## src/assert_macros.svh

```systemverilog
// Assertion helpers shared by the RTL. Clock is clk, disabled during rst.
`ifndef ASSERT_MACROS_SVH
`define ASSERT_MACROS_SVH

// Same-cycle implication.
`define LLR_ASSERT_IMPL(lbl, ante, cons, msg) \
  lbl: assert property (@(posedge clk) disable iff (rst) (ante) |-> (cons)) \
    else $error(msg);

// Next-cycle implication.
`define LLR_ASSERT_NEXT(lbl, ante, cons, msg) \
  lbl: assert property (@(posedge clk) disable iff (rst) (ante) |=> (cons)) \
    else $error(msg);

`endif

```

## src/llr_ram.sv

```systemverilog
// Simple dual-port RAM, one write and one read port, registered read data.
module llr_ram #(
  parameter int AW = 5,
  parameter int DW = 8
) (
  input  logic          clk,
  input  logic          we,
  input  logic [AW-1:0] waddr,
  input  logic [DW-1:0] wdata,
  input  logic          re,
  input  logic [AW-1:0] raddr,
  output logic [DW-1:0] rdata
);
  logic [DW-1:0] mem [0:(1 << AW) - 1];

  always_ff @(posedge clk) begin
    if (we) begin
      mem[waddr] <= wdata;
    end
  end

  always_ff @(posedge clk) begin
    if (re) begin
      rdata <= mem[raddr];
    end
  end
endmodule

```

## config.mk

```make
export PLATFORM = sky130hd
export DESIGN_NAME = llr_ram
export DESIGN_NICKNAME = d
export VERILOG_FILES = /design/src/assert_macros.svh /design/src/llr_ram.sv
export SDC_FILE = /design/constraint.sdc
export NUM_CORES = 1
export LEC_CHECK = 0
export ABC_AREA = 1
export BUFFER_PORTS_ARGS = -buffer_cell sky130_fd_sc_hd__buf_4
export CAP_MARGIN = 0
export CORE_MARGIN = 5
export CORE_UTILIZATION = 30
export CTS_CLUSTER_DIAMETER = 40
export CTS_CLUSTER_SIZE = 16
export DETAILED_ROUTE_END_ITERATION = 7
export PLACE_DENSITY = 0.47
export SETUP_SLACK_MARGIN = 0.5
export SKIP_CTS_REPAIR_TIMING = 1
export SYNTH_ARGS = -nofsm -noshare
export SYNTH_HDL_FRONTEND = slang
export SYNTH_SLANG_ARGS = --single-unit
```

## constraint.sdc

```tcl
create_clock -name clk -period 1.35 [get_ports clk]
set_input_delay 0.0675 -clock clk [delete_from_list [all_inputs] [get_ports clk]]
set_output_delay 0.0675 -clock clk [all_outputs]
set_load 0.005 [all_outputs]
```

* Word-level counts from Yosys, hierarchy flattened
Memories as Yosys holds them, arrays and structs flattened. A register that Yosys moved wholly into a read port is not among the register bits. Cells that the tools add are included.
Word-level totals: register bits after elaboration 0, RAM bits 256, input bits 21, output and inout bits 8, word-level logic and storage cells 3, memories kept 1
Memories:
- mem | depth 32, width 8, read ports 1, clocked after Yosys merged registers in 1, wr ports 1, line llr_ram.sv:14 | logic [DW-1:0] mem [0:(1 << AW) - 1];
Cells by class: mux-type cells 2
Operator list (number):
- $mux W1 | 2

* Logic depth before layout (Yosys ltp)
depth in word-level cells 2, gate-level depth with buffers 11, gate-level depth less buffers 9

* Least setup slack after synthesis
No wires, ideal clock.
kind input port to flip-flop, from input port waddr[0], to memory mem[0][0] (enable), setup time 370 ps, data arrival time 731 ps, data required time 980 ps, slack 248 ps, stages on the path 3, path buffers 0, cells stage by stage inv_1 -> nand3_1 -> nor2_1
RTL lines:
- start, declared | line llr_ram.sv:8 | input logic [AW-1:0] waddr,
- end, declared | line llr_ram.sv:14
No word-level cell before the write port.

==> impl_metrics.json <==
{
  "status": "finished with violations",
  "crit_path_end_kind": "flop",
  "met3_usage_pct": 2.781,
  "grt_use_total_pct": 14.20,
  "crit_path_start_kind": "flop",
  "setup_viol": 0,
  "via_per_inst": 4.683,
  "cp.required_ns": 1.61,
  "netlist_instances": 922,
  "vdd_ir_drop_max_v": 0.0006889,
  "gp_congestion": 0.7644,
  "grt_pass1_vias": 6943,
  "rsz0062_at_grt": "true",
  "setup_tns_ns": 0,
  "antenna_found_initial": 1,
  "met2_usage_pct": 22.60,
  "path_cells": "nand2_1 -> nand3_1 -> nand3_1 -> nand2_1 -> nand2_1 -> nand2_1 -> nand2_1 -> nand2_1",
  "grt-ovfl-total": 0,
  "drt_iter0_drc": 456,
  "ctsHtreeMaxLevel": 2,
  "p_leak_nw": 4.940,
  "syn_avg_cell_area_um2": 11.79,
  "cts_made_buffers": 37,
  "reg2reg_to": "rdata[5]$_DFFE_PP_",
  "drv_cap": 0,
  "antenna_cells": 0,
  "power_density_mw_per_mm2": 1537,
  "io_pins": 29,
  "fin_skew_ns": 0.01743,
  "critPathTopFamily": "simple AND/OR/NAND/NOR gates",
  "cts_tree": "built",
  "violations": "hold timing",
  "finalCritPeriodShare_pct": 91.50,
  "grt_pass1_wl_um": 44050,
  "synth_fa_ha_area_share_pct": 0,
  "grt.busiest_layer": "met2",
  "max_stage_delay_ns": 0.35,
  "netlist_area_mm2": 0.01087,
  "arrival_ns": 1.50,
  "multiInputGateArea_mm2": 0.002735,
  "firstDrtPassIters": 5,
  "rows": 69,
  "cp_common_cell": "nand2_1",
  "routedWlPerCell_um": 19.60,
  "cts-root-buf": "clkbuf_16",
  "drc_errors": 0,
  "synth_xor_area_share_pct": 0,
  "worstRegToRegCells": 8,
  "cts.sinks": 264,
  "synthMuxAreaShare_pct": 0,
  "holdPathStages": 3,
  "path_class": "reg2reg",
  "insertion_delay_ns": 0.51,
  "nets": 1010,
  "path_buf_inv": 0,
  "drive_above_1_share_pct": 19.00,
  "drtAntennaViolNets": 0,
  "tightest_slew_ns": 0.4810,
  "drt_wl_total_um": 28950,
  "num_vias": 6917,
  "synth_fp_nets": 943,
  "synth_top_family_by_area": "simple AND/OR/NAND/NOR gates",
  "fin_crit_ns": 1.235,
  "crit_fanout": 1,
  "critPathLaunch": "mem[25][5]$_DFFE_PP_",
  "hold_class": "in2reg",
  "cp_slowest_cell": "edfxtp_1",
  "clockBufferDepth": 3,
  "hold_ws_ns": -0.09421,
  "synth_compound_gate_area_share_pct": 0,
  "yosysWarnings": 0,
  "grt_max_degree": 74,
  "die_h_um": 200.3,
  "die_area_mm2": 0.04013,
  "final_core_util_pct": 37.51,
  "r2r_slack_ns": 0.11,
  "start_util_pct": 30.48,
  "final_hold_viol_count": 8,
  "fmax_mhz": 809.5,
  "area_delta_synth_final_pct": 23.07,
  "worst_hold_path.endpoint": "rdata[6]$_DFFE_PP_",
  "clk_transition_reported_paths_ns": 0.05,
  "io_buffers": 28,
  "gr-usage-met1_pct": 20.23,
  "dp_hpwl_um": 16870,
  "die_w_um": 200.3,
  "ys_seq_area_share_pct": 72.95,
  "n_fill_cell": 3496,
  "synth_cell_types": 11,
  "hold_start": "raddr[4]",
  "coreArea_mm2": 0.03566,
  "ys_seq_elements": 264,
  "slew_violations": 0,
  "seq_area_mm2": 0.007928,
  "relSlewSlack_pct": 67.90,
  "synth-simple-area-share_pct": 22.94,
  "r2r_start": "mem[25][5]$_DFFE_PP_"
}
layer usage:
layer  wire (um)  share of wire (%)
met1       13500                 47
met2       13600                 47
met3        1339                4.6
met4         504                1.7
met5           7              0.024
power by group:
| group | total (mW) | internal, mW | switching, mW |
|---|---|---|---|
| sequential | 9.20 | 9.15 | 0.0471 |
| combinational | 1.25 | 0.393 | 0.859 |
| clock | 10.1 | 6.46 | 3.64 |
metrics by stage:
stage	total power, mW	cells	hold WS (ns)	area (um2)	setup WS [ns]
floorplan	10.03	922	0.1664	10970	0.2485
global placement	10.57	1410	0.3960	11850	-0.1336
detailed placement	10.58	1410	0.3963	11850	-0.1361
CTS	20.72	1476	-0.1367	13150	0.05977
global route	21.31	1477	-0.09290	13370	0.02533
finish	20.55	1477	-0.09421	13370	0.1147
sequential cells by signal, indices dropped and copies added, names as in the netlist:
| signal | flops |
|---|---|
| mem | 256 |
| rdata | 8 |
cell type report:
class	count	share of cell area, %
Tap cell	461	4.313
Timing Repair Buffer	80	5.950
Clock inverter	25	2.358
Inverter	10	0.2994
Multi-Input combinational cell	596	20.45
Sequential cell	264	59.28
Clock buffer	41	7.353
kinds of logic after synthesis:
kind of cell,Yosys count
flip-flops,264
buffers and inverters,62
AND/OR/NAND/NOR,596
tightest hold or removal path: stages:
cell     delay, ns
buf_4         0.13
nand2_1       0.06
nand2_1       0.05
synth_stat cells:
cell type	n	area share, %
inv_1	8	0.28
edfxtp_1	264	73
inv_2	2	0.069
nand3_1	204	9.4
buf_4	4	0.28
nor2_1	32	1.1
buf_6	24	2.5
buf_1	2	0.069
clkbuf_1	7	0.24
buf_2	15	0.69
nand2_1	360	12
layout by cell type (no fill, tap or decap):
cell type      instances
clkinvlp_4             4
inv_6                  4
buf_6                  8
inv_1                  8
bufinv_16              6
inv_8                  1
nand3_2               27
nand3_4                3
buf_12                13
clkinv_4               3
inv_2                  1
clkbuf_16             39
nor2_2                 5
nor2_4                 3
nand2_2               11
nor2_1                24
nand2_1              348
clkbuf_1               2
clkinv_1               2
edfxtp_1             264
nand3_1              174
buf_4                 58
inv_4                  1
dlygate4sd3_1          1
nand2_4                1
clkinv_2               5
worst max path at each step:
stage	to	cells after the start
floorplan	mem[0][0]$_DFFE_PP_	3
global placement	rdata[0]$_DFFE_PP_	10
detailed placement	rdata[0]$_DFFE_PP_	10
CTS	rdata[5]$_DFFE_PP_	8
global route	rdata[1]$_DFFE_PP_	8
finish	rdata[5]$_DFFE_PP_	8
Power figures use the tool's default switching activity.
